File: config.mk
export PLATFORM = sky130hd
export DESIGN_NAME = piecewise_linear_contrast_stretch_core
export DESIGN_NICKNAME = d
export VERILOG_FILES = /design/src/hdl/plcs_pkg.sv /design/src/hdl/plcs_div_step.sv /design/src/hdl/plcs_lane.sv /design/src/hdl/plcs_pipe_ctrl.sv /design/src/hdl/piecewise_linear_contrast_stretch_core.sv
export SDC_FILE = /design/constraint.sdc
export NUM_CORES = 2
export LEC_CHECK = 0
export ABC_AREA = 1
export BUFFER_PORTS_ARGS = -buffer_cell sky130_fd_sc_hd__buf_2
export CAP_MARGIN = 40
export CORE_MARGIN = 1
export CORE_UTILIZATION = 57
export DETAILED_ROUTE_END_ITERATION = 12
export PLACE_DENSITY = 0.73
export SLEW_MARGIN = 40
export SYNTH_ARGS = -nofsm -noshare
export SYNTH_HDL_FRONTEND = slang
export SYNTH_HIERARCHICAL = 1
export SYNTH_SLANG_ARGS = --single-unit
File: constraint.sdc
create_clock -name i_clk -period 9.1 [get_ports i_clk]
set_input_delay 0.91 -clock i_clk [delete_from_list [all_inputs] [get_ports i_clk]]
set_output_delay 0.91 -clock i_clk [all_outputs]
set_load 0.005 [all_outputs]
File: src/hdl/plcs_pkg.sv
// shared types, widths and codes for the contrast stretch pipeline
package plcs_pkg;

    localparam int PIXEL_BITS = 8;
    localparam int PIX_W      = PIXEL_BITS;
    localparam int PIX_MAX    = (1 << PIX_W) - 1;
    localparam int LEVEL_W    = 10;
    localparam int SPAN_W     = LEVEL_W;
    localparam int PROD_W     = SPAN_W + PIX_W;
    localparam int DIV_STEP   = 3;
    localparam int DIV_STAGES = (PROD_W + DIV_STEP - 1) / DIV_STEP;
    localparam int QUO_W      = DIV_STAGES * DIV_STEP;
    localparam int RES_W      = QUO_W + 2;
    localparam int NUM_STAGES = DIV_STAGES + 3;

    localparam int CFG_IDX_W  = 3;
    localparam int CFG_DATA_W = LEVEL_W;
    localparam int MODE_W     = 2;

    localparam logic [CFG_IDX_W-1:0] CFG_PIXEL_MODE = CFG_IDX_W'(0);
    localparam logic [CFG_IDX_W-1:0] CFG_OLD_LOW    = CFG_IDX_W'(1);
    localparam logic [CFG_IDX_W-1:0] CFG_OLD_HIGH   = CFG_IDX_W'(2);
    localparam logic [CFG_IDX_W-1:0] CFG_NEW_LOW    = CFG_IDX_W'(3);
    localparam logic [CFG_IDX_W-1:0] CFG_NEW_HIGH   = CFG_IDX_W'(4);

    localparam logic [MODE_W-1:0] MODE_GRAY = MODE_W'(0);
    localparam logic [MODE_W-1:0] MODE_RGB  = MODE_W'(1);
    localparam logic [MODE_W-1:0] MODE_PASS = MODE_W'(2);

    typedef enum logic [1:0] {
        SEG_LOW,
        SEG_MID,
        SEG_HIGH
    } t_seg;

    typedef struct packed {
        logic [PIX_W-1:0] gray_or_red_in;
        logic [PIX_W-1:0] green_in;
        logic [PIX_W-1:0] blue_in;
    } t_pix_in;

    typedef struct packed {
        logic [PIX_W-1:0] gray_or_red_out;
        logic [PIX_W-1:0] green_out;
        logic [PIX_W-1:0] blue_out;
    } t_pix_out;

    typedef struct packed {
        logic [MODE_W-1:0]         pixel_mode;
        logic [PIX_W-1:0]          old_low;
        logic [PIX_W-1:0]          old_high;
        logic signed [LEVEL_W-1:0] new_low;
        logic signed [LEVEL_W-1:0] new_high;
    } t_cfg;

    // curve values derived from the registers, updated in the cycle after them
    typedef struct packed {
        logic [PIX_W-1:0]  den;
        logic [SPAN_W-1:0] span_mag;
        logic              span_neg;
    } t_curve;

    typedef struct packed {
        logic pass;
        logic zero;
    } t_lane_mode;

    typedef struct packed {
        logic [PIX_W-1:0] raw;
        t_seg             seg;
        logic             neg;
        logic [PIX_W-1:0] rem;
        logic [QUO_W-1:0] nq;
    } t_div_st;

endpackage

File: src/hdl/plcs_div_step.sv
// one registered stage of the restoring divider, DIV_STEP (three) quotient bits per stage
module plcs_div_step (
    input  logic                         i_clk,
    input  logic                         i_load,
    input  logic [plcs_pkg::PIX_W-1:0]   i_den,
    input  plcs_pkg::t_div_st            i_st,
    output plcs_pkg::t_div_st            o_st
);

    plcs_pkg::t_div_st r_st;
    plcs_pkg::t_div_st n_st;

    always_comb begin
        logic [plcs_pkg::PIX_W:0]   tmp;
        logic [plcs_pkg::PIX_W-1:0] rem_v;
        logic [plcs_pkg::QUO_W-1:0] nq_v;
        logic                       qb;
        rem_v = i_st.rem;
        nq_v  = i_st.nq;
        for (int j = 0; j < plcs_pkg::DIV_STEP; j++) begin
            tmp = {rem_v, nq_v[plcs_pkg::QUO_W-1]};
            qb  = (tmp >= {1'b0, i_den});
            if (qb) begin
                rem_v = plcs_pkg::PIX_W'(tmp - {1'b0, i_den});
            end else begin
                rem_v = tmp[plcs_pkg::PIX_W-1:0];
            end
            // numerator bits leave at the top, quotient bits enter at the bottom
            nq_v = {nq_v[plcs_pkg::QUO_W-2:0], qb};
        end
        n_st     = i_st;
        n_st.rem = rem_v;
        n_st.nq  = nq_v;
    end

    always_ff @(posedge i_clk) begin
        if (i_load) begin
            r_st <= n_st;
        end
    end

    assign o_st = r_st;

endmodule

File: src/hdl/plcs_lane.sv
// datapath of one colour channel: segment select, multiply, divide, saturate
module plcs_lane (
    input  logic                              i_clk,
    input  logic [plcs_pkg::NUM_STAGES-1:0]   i_load,
    input  plcs_pkg::t_cfg                    i_cfg,
    input  plcs_pkg::t_curve                  i_curve,
    input  plcs_pkg::t_lane_mode              i_mode,
    input  logic [plcs_pkg::PIX_W-1:0]        i_pix,
    output logic [plcs_pkg::PIX_W-1:0]        o_pix
);

    localparam logic signed [plcs_pkg::RES_W-1:0] LVL_MAX =
        plcs_pkg::RES_W'(plcs_pkg::PIX_MAX);

    // stage 1: segment and offset into the ramp
    logic [plcs_pkg::PIX_W-1:0] r_s1_raw;
    logic [plcs_pkg::PIX_W-1:0] r_s1_diff;
    plcs_pkg::t_seg             r_s1_seg;
    plcs_pkg::t_seg             n_s1_seg;

    always_comb begin
        if (i_pix <= i_cfg.old_low) begin
            n_s1_seg = plcs_pkg::SEG_LOW;
        end else if (i_pix <= i_cfg.old_high) begin
            n_s1_seg = plcs_pkg::SEG_MID;
        end else begin
            n_s1_seg = plcs_pkg::SEG_HIGH;
        end
    end

    always_ff @(posedge i_clk) begin
        if (i_load[0]) begin
            r_s1_raw  <= i_pix;
            r_s1_diff <= i_pix - i_cfg.old_low;
            r_s1_seg  <= n_s1_seg;
        end
    end

    // stage 2: magnitude of the ramp numerator
    plcs_pkg::t_div_st div_st [0:plcs_pkg::DIV_STAGES];
    plcs_pkg::t_div_st r_s2;

    always_ff @(posedge i_clk) begin
        if (i_load[1]) begin
            r_s2.raw <= r_s1_raw;
            r_s2.seg <= r_s1_seg;
            r_s2.neg <= i_curve.span_neg;
            r_s2.rem <= '0;
            r_s2.nq  <= plcs_pkg::QUO_W'(plcs_pkg::PROD_W'(i_curve.span_mag)
                                         * plcs_pkg::PROD_W'(r_s1_diff));
        end
    end

    assign div_st[0] = r_s2;

    for (genvar k = 0; k < plcs_pkg::DIV_STAGES; k++) begin : g_div
        plcs_div_step u_step (
            .i_clk  (i_clk),
            .i_load (i_load[2 + k]),
            .i_den  (i_curve.den),
            .i_st   (div_st[k]),
            .o_st   (div_st[k + 1])
        );
    end

    // last stage: signed quotient onto the low level in the middle segment, then saturate or apply the lane mode
    plcs_pkg::t_div_st                   fin;
    logic signed [plcs_pkg::RES_W-1:0]   q_s;
    logic signed [plcs_pkg::RES_W-1:0]   lvl;
    logic signed [plcs_pkg::RES_W-1:0]   nl_x;
    logic signed [plcs_pkg::RES_W-1:0]   nh_x;
    logic [plcs_pkg::PIX_W-1:0]          sat;
    logic [plcs_pkg::PIX_W-1:0]          n_out;
    logic [plcs_pkg::PIX_W-1:0]          r_out;

    assign fin  = div_st[plcs_pkg::DIV_STAGES];
    assign nl_x = {{(plcs_pkg::RES_W - plcs_pkg::LEVEL_W){i_cfg.new_low[plcs_pkg::LEVEL_W-1]}},
                   i_cfg.new_low};
    assign nh_x = {{(plcs_pkg::RES_W - plcs_pkg::LEVEL_W){i_cfg.new_high[plcs_pkg::LEVEL_W-1]}},
                   i_cfg.new_high};
    assign q_s  = fin.neg ? -$signed({2'b00, fin.nq}) : $signed({2'b00, fin.nq});

    always_comb begin
        unique case (fin.seg)
            plcs_pkg::SEG_LOW:  lvl = nl_x;
            plcs_pkg::SEG_MID:  lvl = nl_x + q_s;
            plcs_pkg::SEG_HIGH: lvl = nh_x;
            default:            lvl = nl_x;
        endcase
        if (lvl < 0) begin
            sat = '0;
        end else if (lvl > LVL_MAX) begin
            sat = plcs_pkg::PIX_W'(plcs_pkg::PIX_MAX);
        end else begin
            sat = lvl[plcs_pkg::PIX_W-1:0];
        end
        if (i_mode.pass) begin
            n_out = fin.raw;
        end else if (i_mode.zero) begin
            n_out = '0;
        end else begin
            n_out = sat;
        end
    end

    always_ff @(posedge i_clk) begin
        if (i_load[plcs_pkg::NUM_STAGES-1]) begin
            r_out <= n_out;
        end
    end

    assign o_pix = r_out;

endmodule

File: src/hdl/plcs_pipe_ctrl.sv
// stage valid bits and per-stage load enables, bubbles collapse on a stall
module plcs_pipe_ctrl (
    input  logic                              i_clk,
    input  logic                              i_rst_n,
    input  logic                              i_in_valid,
    output logic                              o_in_ready,
    output logic                              o_out_valid,
    input  logic                              i_out_ready,
    output logic [plcs_pkg::NUM_STAGES-1:0]   o_load
);

    logic [plcs_pkg::NUM_STAGES-1:0] r_vld;
    logic [plcs_pkg::NUM_STAGES-1:0] n_vld;
    logic [plcs_pkg::NUM_STAGES-1:0] up_v;
    logic [plcs_pkg::NUM_STAGES:0]   rdy;

    assign up_v = {r_vld[plcs_pkg::NUM_STAGES-2:0], i_in_valid};

    // a stage can take a request when empty or when its content moves on
    always_comb begin
        rdy[plcs_pkg::NUM_STAGES] = i_out_ready;
        for (int k = plcs_pkg::NUM_STAGES - 1; k >= 0; k--) begin
            rdy[k] = !r_vld[k] || rdy[k + 1];
        end
        for (int k = 0; k < plcs_pkg::NUM_STAGES; k++) begin
            n_vld[k] = rdy[k] ? up_v[k] : r_vld[k];
        end
    end

    always_ff @(posedge i_clk) begin
        if (!i_rst_n) begin
            r_vld <= '0;
        end else begin
            r_vld <= n_vld;
        end
    end

    assign o_load      = rdy[plcs_pkg::NUM_STAGES-1:0] & up_v;
    assign o_in_ready  = rdy[0];
    assign o_out_valid = r_vld[plcs_pkg::NUM_STAGES-1];

`ifndef SYNTH
    logic in_acc;
    logic out_acc;
    assign in_acc  = i_in_valid && o_in_ready;
    assign out_acc = o_out_valid && i_out_ready;

    a_reset_empty: assert property (@(posedge i_clk)
        !i_rst_n |=> (r_vld == '0))
        else $error("pipeline not empty after reset");

    a_accept_lands: assert property (@(posedge i_clk) disable iff (!i_rst_n)
        in_acc |=> r_vld[0])
        else $error("accepted request did not enter first stage");

    a_empty_takes: assert property (@(posedge i_clk) disable iff (!i_rst_n)
        !r_vld[0] |-> o_in_ready)
        else $error("empty first stage refused a request");

    a_count_kept: assert property (@(posedge i_clk) disable iff (!i_rst_n)
        i_rst_n |=> ($countones(r_vld) == $past($countones(r_vld))
                     + int'($past(in_acc)) - int'($past(out_acc))))
        else $error("request lost or duplicated in pipeline");
`endif

endmodule

File: src/hdl/piecewise_linear_contrast_stretch_core.sv
// top level: register file, pipeline control and three channel lanes
// Maps each pixel through a three-segment gray-level curve set by old_low,
// old_high, new_low and new_high, in gray, RGB or pass-through mode. One
// pixel is accepted every clock while the pipeline is not stalled, and
// results leave in order. The pipeline runs through the segment and multiply
// stages, the six-stage restoring divider that resolves three quotient bits
// per stage, and the output register. Stalls at the output collapse bubbles
// before back-pressure reaches the input. Registers are written through the
// config port, which is always ready, and must only be changed while no
// pixel is in flight.
module piecewise_linear_contrast_stretch_core (
    input  logic                             i_clk,
    input  logic                             i_rst_n,
    input  logic                             i_in_valid,
    output logic                             o_in_ready,
    input  plcs_pkg::t_pix_in                i_in_data,
    output logic                             o_out_valid,
    input  logic                             i_out_ready,
    output plcs_pkg::t_pix_out               o_out_data,
    input  logic                             i_cfg_valid,
    output logic                             o_cfg_ready,
    input  logic [plcs_pkg::CFG_IDX_W-1:0]   i_cfg_index,
    input  logic [plcs_pkg::CFG_DATA_W-1:0]  i_cfg_data
);

    plcs_pkg::t_cfg   r_cfg;
    plcs_pkg::t_curve r_curve;
    plcs_pkg::t_curve n_curve;

    assign o_cfg_ready = 1'b1;

    always_ff @(posedge i_clk) begin
        if (!i_rst_n) begin
            r_cfg.pixel_mode <= plcs_pkg::MODE_GRAY;
            r_cfg.old_low    <= '0;
            r_cfg.old_high   <= plcs_pkg::PIX_W'(plcs_pkg::PIX_MAX);
            r_cfg.new_low    <= '0;
            r_cfg.new_high   <= plcs_pkg::LEVEL_W'(plcs_pkg::PIX_MAX);
        end else if (i_cfg_valid) begin
            unique case (i_cfg_index)
                plcs_pkg::CFG_PIXEL_MODE:
                    r_cfg.pixel_mode <= i_cfg_data[plcs_pkg::MODE_W-1:0];
                plcs_pkg::CFG_OLD_LOW:
                    r_cfg.old_low <= i_cfg_data[plcs_pkg::PIX_W-1:0];
                plcs_pkg::CFG_OLD_HIGH:
                    r_cfg.old_high <= i_cfg_data[plcs_pkg::PIX_W-1:0];
                plcs_pkg::CFG_NEW_LOW:
                    r_cfg.new_low <= i_cfg_data[plcs_pkg::LEVEL_W-1:0];
                plcs_pkg::CFG_NEW_HIGH:
                    r_cfg.new_high <= i_cfg_data[plcs_pkg::LEVEL_W-1:0];
                default: ;
            endcase
        end
    end

    // divisor and ramp height, only needed from the multiply stage on
    always_comb begin
        logic signed [plcs_pkg::LEVEL_W:0] span;
        span = {r_cfg.new_high[plcs_pkg::LEVEL_W-1], r_cfg.new_high}
             - {r_cfg.new_low[plcs_pkg::LEVEL_W-1], r_cfg.new_low};
        n_curve.den      = r_cfg.old_high - r_cfg.old_low;
        n_curve.span_neg = span[plcs_pkg::LEVEL_W];
        n_curve.span_mag = span[plcs_pkg::LEVEL_W] ? plcs_pkg::SPAN_W'(-span)
                                                   : plcs_pkg::SPAN_W'(span);
    end

    always_ff @(posedge i_clk) begin
        r_curve <= n_curve;
    end

    logic [plcs_pkg::NUM_STAGES-1:0] load;

    plcs_pipe_ctrl u_ctrl (
        .i_clk       (i_clk),
        .i_rst_n     (i_rst_n),
        .i_in_valid  (i_in_valid),
        .o_in_ready  (o_in_ready),
        .o_out_valid (o_out_valid),
        .i_out_ready (i_out_ready),
        .o_load      (load)
    );

    plcs_pkg::t_lane_mode mode_main;
    plcs_pkg::t_lane_mode mode_side;
    logic                 is_pass;

    // an unused mode code behaves as pass through
    assign is_pass = !(r_cfg.pixel_mode == plcs_pkg::MODE_GRAY
                    || r_cfg.pixel_mode == plcs_pkg::MODE_RGB);
    assign mode_main.pass = is_pass;
    assign mode_main.zero = 1'b0;
    assign mode_side.pass = is_pass;
    assign mode_side.zero = (r_cfg.pixel_mode == plcs_pkg::MODE_GRAY);

    plcs_lane u_lane_r (
        .i_clk   (i_clk),
        .i_load  (load),
        .i_cfg   (r_cfg),
        .i_curve (r_curve),
        .i_mode  (mode_main),
        .i_pix   (i_in_data.gray_or_red_in),
        .o_pix   (o_out_data.gray_or_red_out)
    );

    plcs_lane u_lane_g (
        .i_clk   (i_clk),
        .i_load  (load),
        .i_cfg   (r_cfg),
        .i_curve (r_curve),
        .i_mode  (mode_side),
        .i_pix   (i_in_data.green_in),
        .o_pix   (o_out_data.green_out)
    );

    plcs_lane u_lane_b (
        .i_clk   (i_clk),
        .i_load  (load),
        .i_cfg   (r_cfg),
        .i_curve (r_curve),
        .i_mode  (mode_side),
        .i_pix   (i_in_data.blue_in),
        .o_pix   (o_out_data.blue_out)
    );

endmodule
==> summary by stage <==
Status
The flow ran to the end, and the final reports show no timing, DRC or antenna violations.

Final layout
The area taken by flip-flops and latches is 25600 um^2. Fill cells in the final layout number 10300. Excluding fillers, the count of instances in the completed layout stands at 9963.

From synthesis to final layout, the design area changed by 7.49%. Once layout is done, the placed cells without fillers occupy 75800 um^2. In the final layout, the share of cells above drive strength 1 is 0.128. At the end of the flow the core is filled with cells to 0.620. The multi-input combinational cell area is 39100 um^2. The net count of the finished layout is 9187.

Global route
The number of antenna violations at the first check in global routing is 5. The total congestion overflow is 0. Across every metal layer, demand over resource in global routing totals 0.280.

The maximum number of pins on one net before global-route repair is 66. The first global-routing pass estimated 279000 um of wire. The number of global-route vias before repair is 52600.

Critical path
Of all nets on the critical path, the largest fanout is 19. By startpoint and endpoint, the worst setup path is classified as reg -> reg. The worst setup path is launched from a flip-flop. STA puts the critical path data arrival time at 6.79 ns. The dominant cell type by count on the critical path is sky130_fd_sc_hd__nand2_1.

The library cell contributing the largest single delay on the critical path is sky130_fd_sc_hd__dfxtp_2. The data required time of the critical path is 9.51 ns. On the worst path, the slowest cell contributes a delay of 0.69 ns. The kind of end point of the critical path is a flip-flop.

STA
The total negative setup slack is 0 ns. The worst path setup slack after routing is 2.72 ns. Measured against its own limit, the worst slew margin works out to 0.433. The transition time at the pin with the least slew margin is 0.848 ns. Setup violations remaining at the end of the flow were counted as 0. The final clock skew is 0.0555 ns.

The fraction of the cycle the final worst path needs is 0.701. The final max-slew violation count is 0. Final hold analysis gives a worst-case slack of 0.393 ns. Based on the critical path, the design can be clocked at up to 157 MHz.

Setup repair after global routing left no endpoint under its margin. The clock period minus worst slack is 6.38 ns. The number of hold violations in the final report came to 0.

Clock network
The clock input transition at the sequential cells of the worst setup and hold paths is 0.06 ns. The root buffer cell chosen for the clock tree is sky130_fd_sc_hd__clkbuf_16. Hold repair after CTS inserted 0 buffers. The number of buffers on the longest clock path is 3. The number of H-tree branching levels is 3. For the worst-skew pair, the clock arrives at the later sink with an insertion delay of 0.70 ns. The number of buffers created by CTS is 91. Buffers added to address setup during post-CTS repair amount to 0. TritonCTS built the clock tree. After clock tree synthesis, the repair step resized 0 gates. The CTS sink count is 873.

Routing
The number of vias after detailed routing is 54000. The antenna violation net count after detailed routing is 0. In the routed layout, each cell is associated on average with a via count of 5.42. The first detailed-routing pass ran for 9 iterations.

The number of violations reported at the end of detailed-routing iteration 0 is 4405. In the final routed layout, each cell accounts on average for 17.6 um. In the routed design, unresolved DRC markers number 0. For this block, the routed nets add up to 176000 um of wire.

Floorplan
The floorplan step defined a die boundary enclosing 125000 um^2. The starting density of the core is 0.577. The initialized floorplan defines 128 standard-cell rows.

Measured along the y axis, the die boundary spans 354 um. The core box area is 122000 um^2. 69 I/O pins were placed. The horizontal extent of the die is 354 um.

Power
VDD sags by at most 0.000536 V. The completed layout was analyzed and its total power is 24.3 mW. For this design the static power due to leakage is 37.8 nW.

The power density of the placed cells is 320 nW/um^2.

Yosys
After synthesis, the mean cell area works out to 8.68 um^2. The post-synth design cell area is 70500 um^2. Yosys printed 6 warnings. Synthesis produced 8127 cells.

Run
Across the run, the number of max-cap violations was 0.

Place
After detailed placement, the total cell area comes to 72700 um^2. The worst setup slack after placement is 2.85 ns. The total placed cells including tap cells is 9793. At the end of routability-driven placement, the weighted congestion stood at 0.988.

Port buffering added 67 buffers. The HPWL after detailed placement is 137000 um.

Worst hold path
The class of the most critical hold timing path is reg -> reg.
## critical path: cells and delay by family, from the launching register on
| family | cells | cell delay (ns) |
|---|---|---|
| and+or+nand+nor | 17 | 2.23 |
| AOI/OAI and AO/OA | 6 | 1.13 |
| buffers and inverters | 4 | 0.98 |
| adders and majority gates | 3 | 1.03 |
| DFF | 1 | 0.69 |
## report_power, final
part	leakage (nW)	switching, mW	internal, mW	total (mW)
sequential	7.93	0.215	5.41	5.63
combinational	28.3	9.40	5.41	14.8
clock	1.50	1.66	2.18	3.84
total	37.8	11.3	13.0	24.3
## final timing paths
path / cells past startpoint / slack, ns / startpoint / to
worst max register to register: 30 / 2.72 / r_curve[12]$_DFF_P_ / u_lane_b/g_div[2].u_step/o_st[22]$_DFFE_PP_
worst max-delay path: 30 / 2.72 / r_curve[12]$_DFF_P_ / u_lane_b/g_div[2].u_step/o_st[22]$_DFFE_PP_
worst min register to register: 0 / 0.39 / u_lane_r/g_div[0].u_step/o_st[14]$_DFFE_PP_ / u_lane_r/g_div[1].u_step/o_st[17]$_DFFE_PP_
worst min-delay path: 0 / 0.39 / u_lane_r/g_div[0].u_step/o_st[14]$_DFFE_PP_ / u_lane_r/g_div[1].u_step/o_st[17]$_DFFE_PP_
## sequential cells by signal, summed over array words and instances (netlist names), 9 cells and up
name	flops
u_lane_r/g_div.u_step/o_st	214
u_lane_b/g_div.u_step/o_st	214
u_lane_r/div_st	29
r_curve	19
u_lane_g/div_st	29
u_lane_g/g_div.u_step/o_st	214
u_lane_b/div_st	29
u_ctrl/r_vld	9
r_cfg	38
## metal layers
layer,share of wire,up-vias,global-route usage
met2,0.47,1519,0.474
met4,0.033,8,0.0975
li1,-,26700,-
met5,0.00027,-,0
met1,0.44,25400,0.375
met3,0.056,325,0.0281
## cells in the final DEF (no fill, tap or decap), drive strengths merged, types with 11 or more instances in the layout
cell type and count:
or2 67, nand3b 42, o21ai 260, conb 55
nand4 156, nand2 2344, a21oi 476, a21boi 15
clkbuf 107, fa 203, edfxtp 807, xnor2 138
o21a 11, nor2 429, buf 101, dfxtp 66
inv 1426, o211ai 24, nand3 541, xor2 183
clkinv 45, nor3 58, ha 681
## cell type report
| type | count | share of cell area |
|---|---|---|
| antenna | 1 | 0.0000330 |
| clock buffer | 107 | 0.0316 |
| clock inverter | 62 | 0.00936 |
| inverter | 1426 | 0.0709 |
| multi-input combinational | 5768 | 0.516 |
| sequential | 873 | 0.337 |
| tap | 1625 | 0.0268 |
| timing repair buffer | 101 | 0.00804 |
Power figures use the tool's default switching activity.
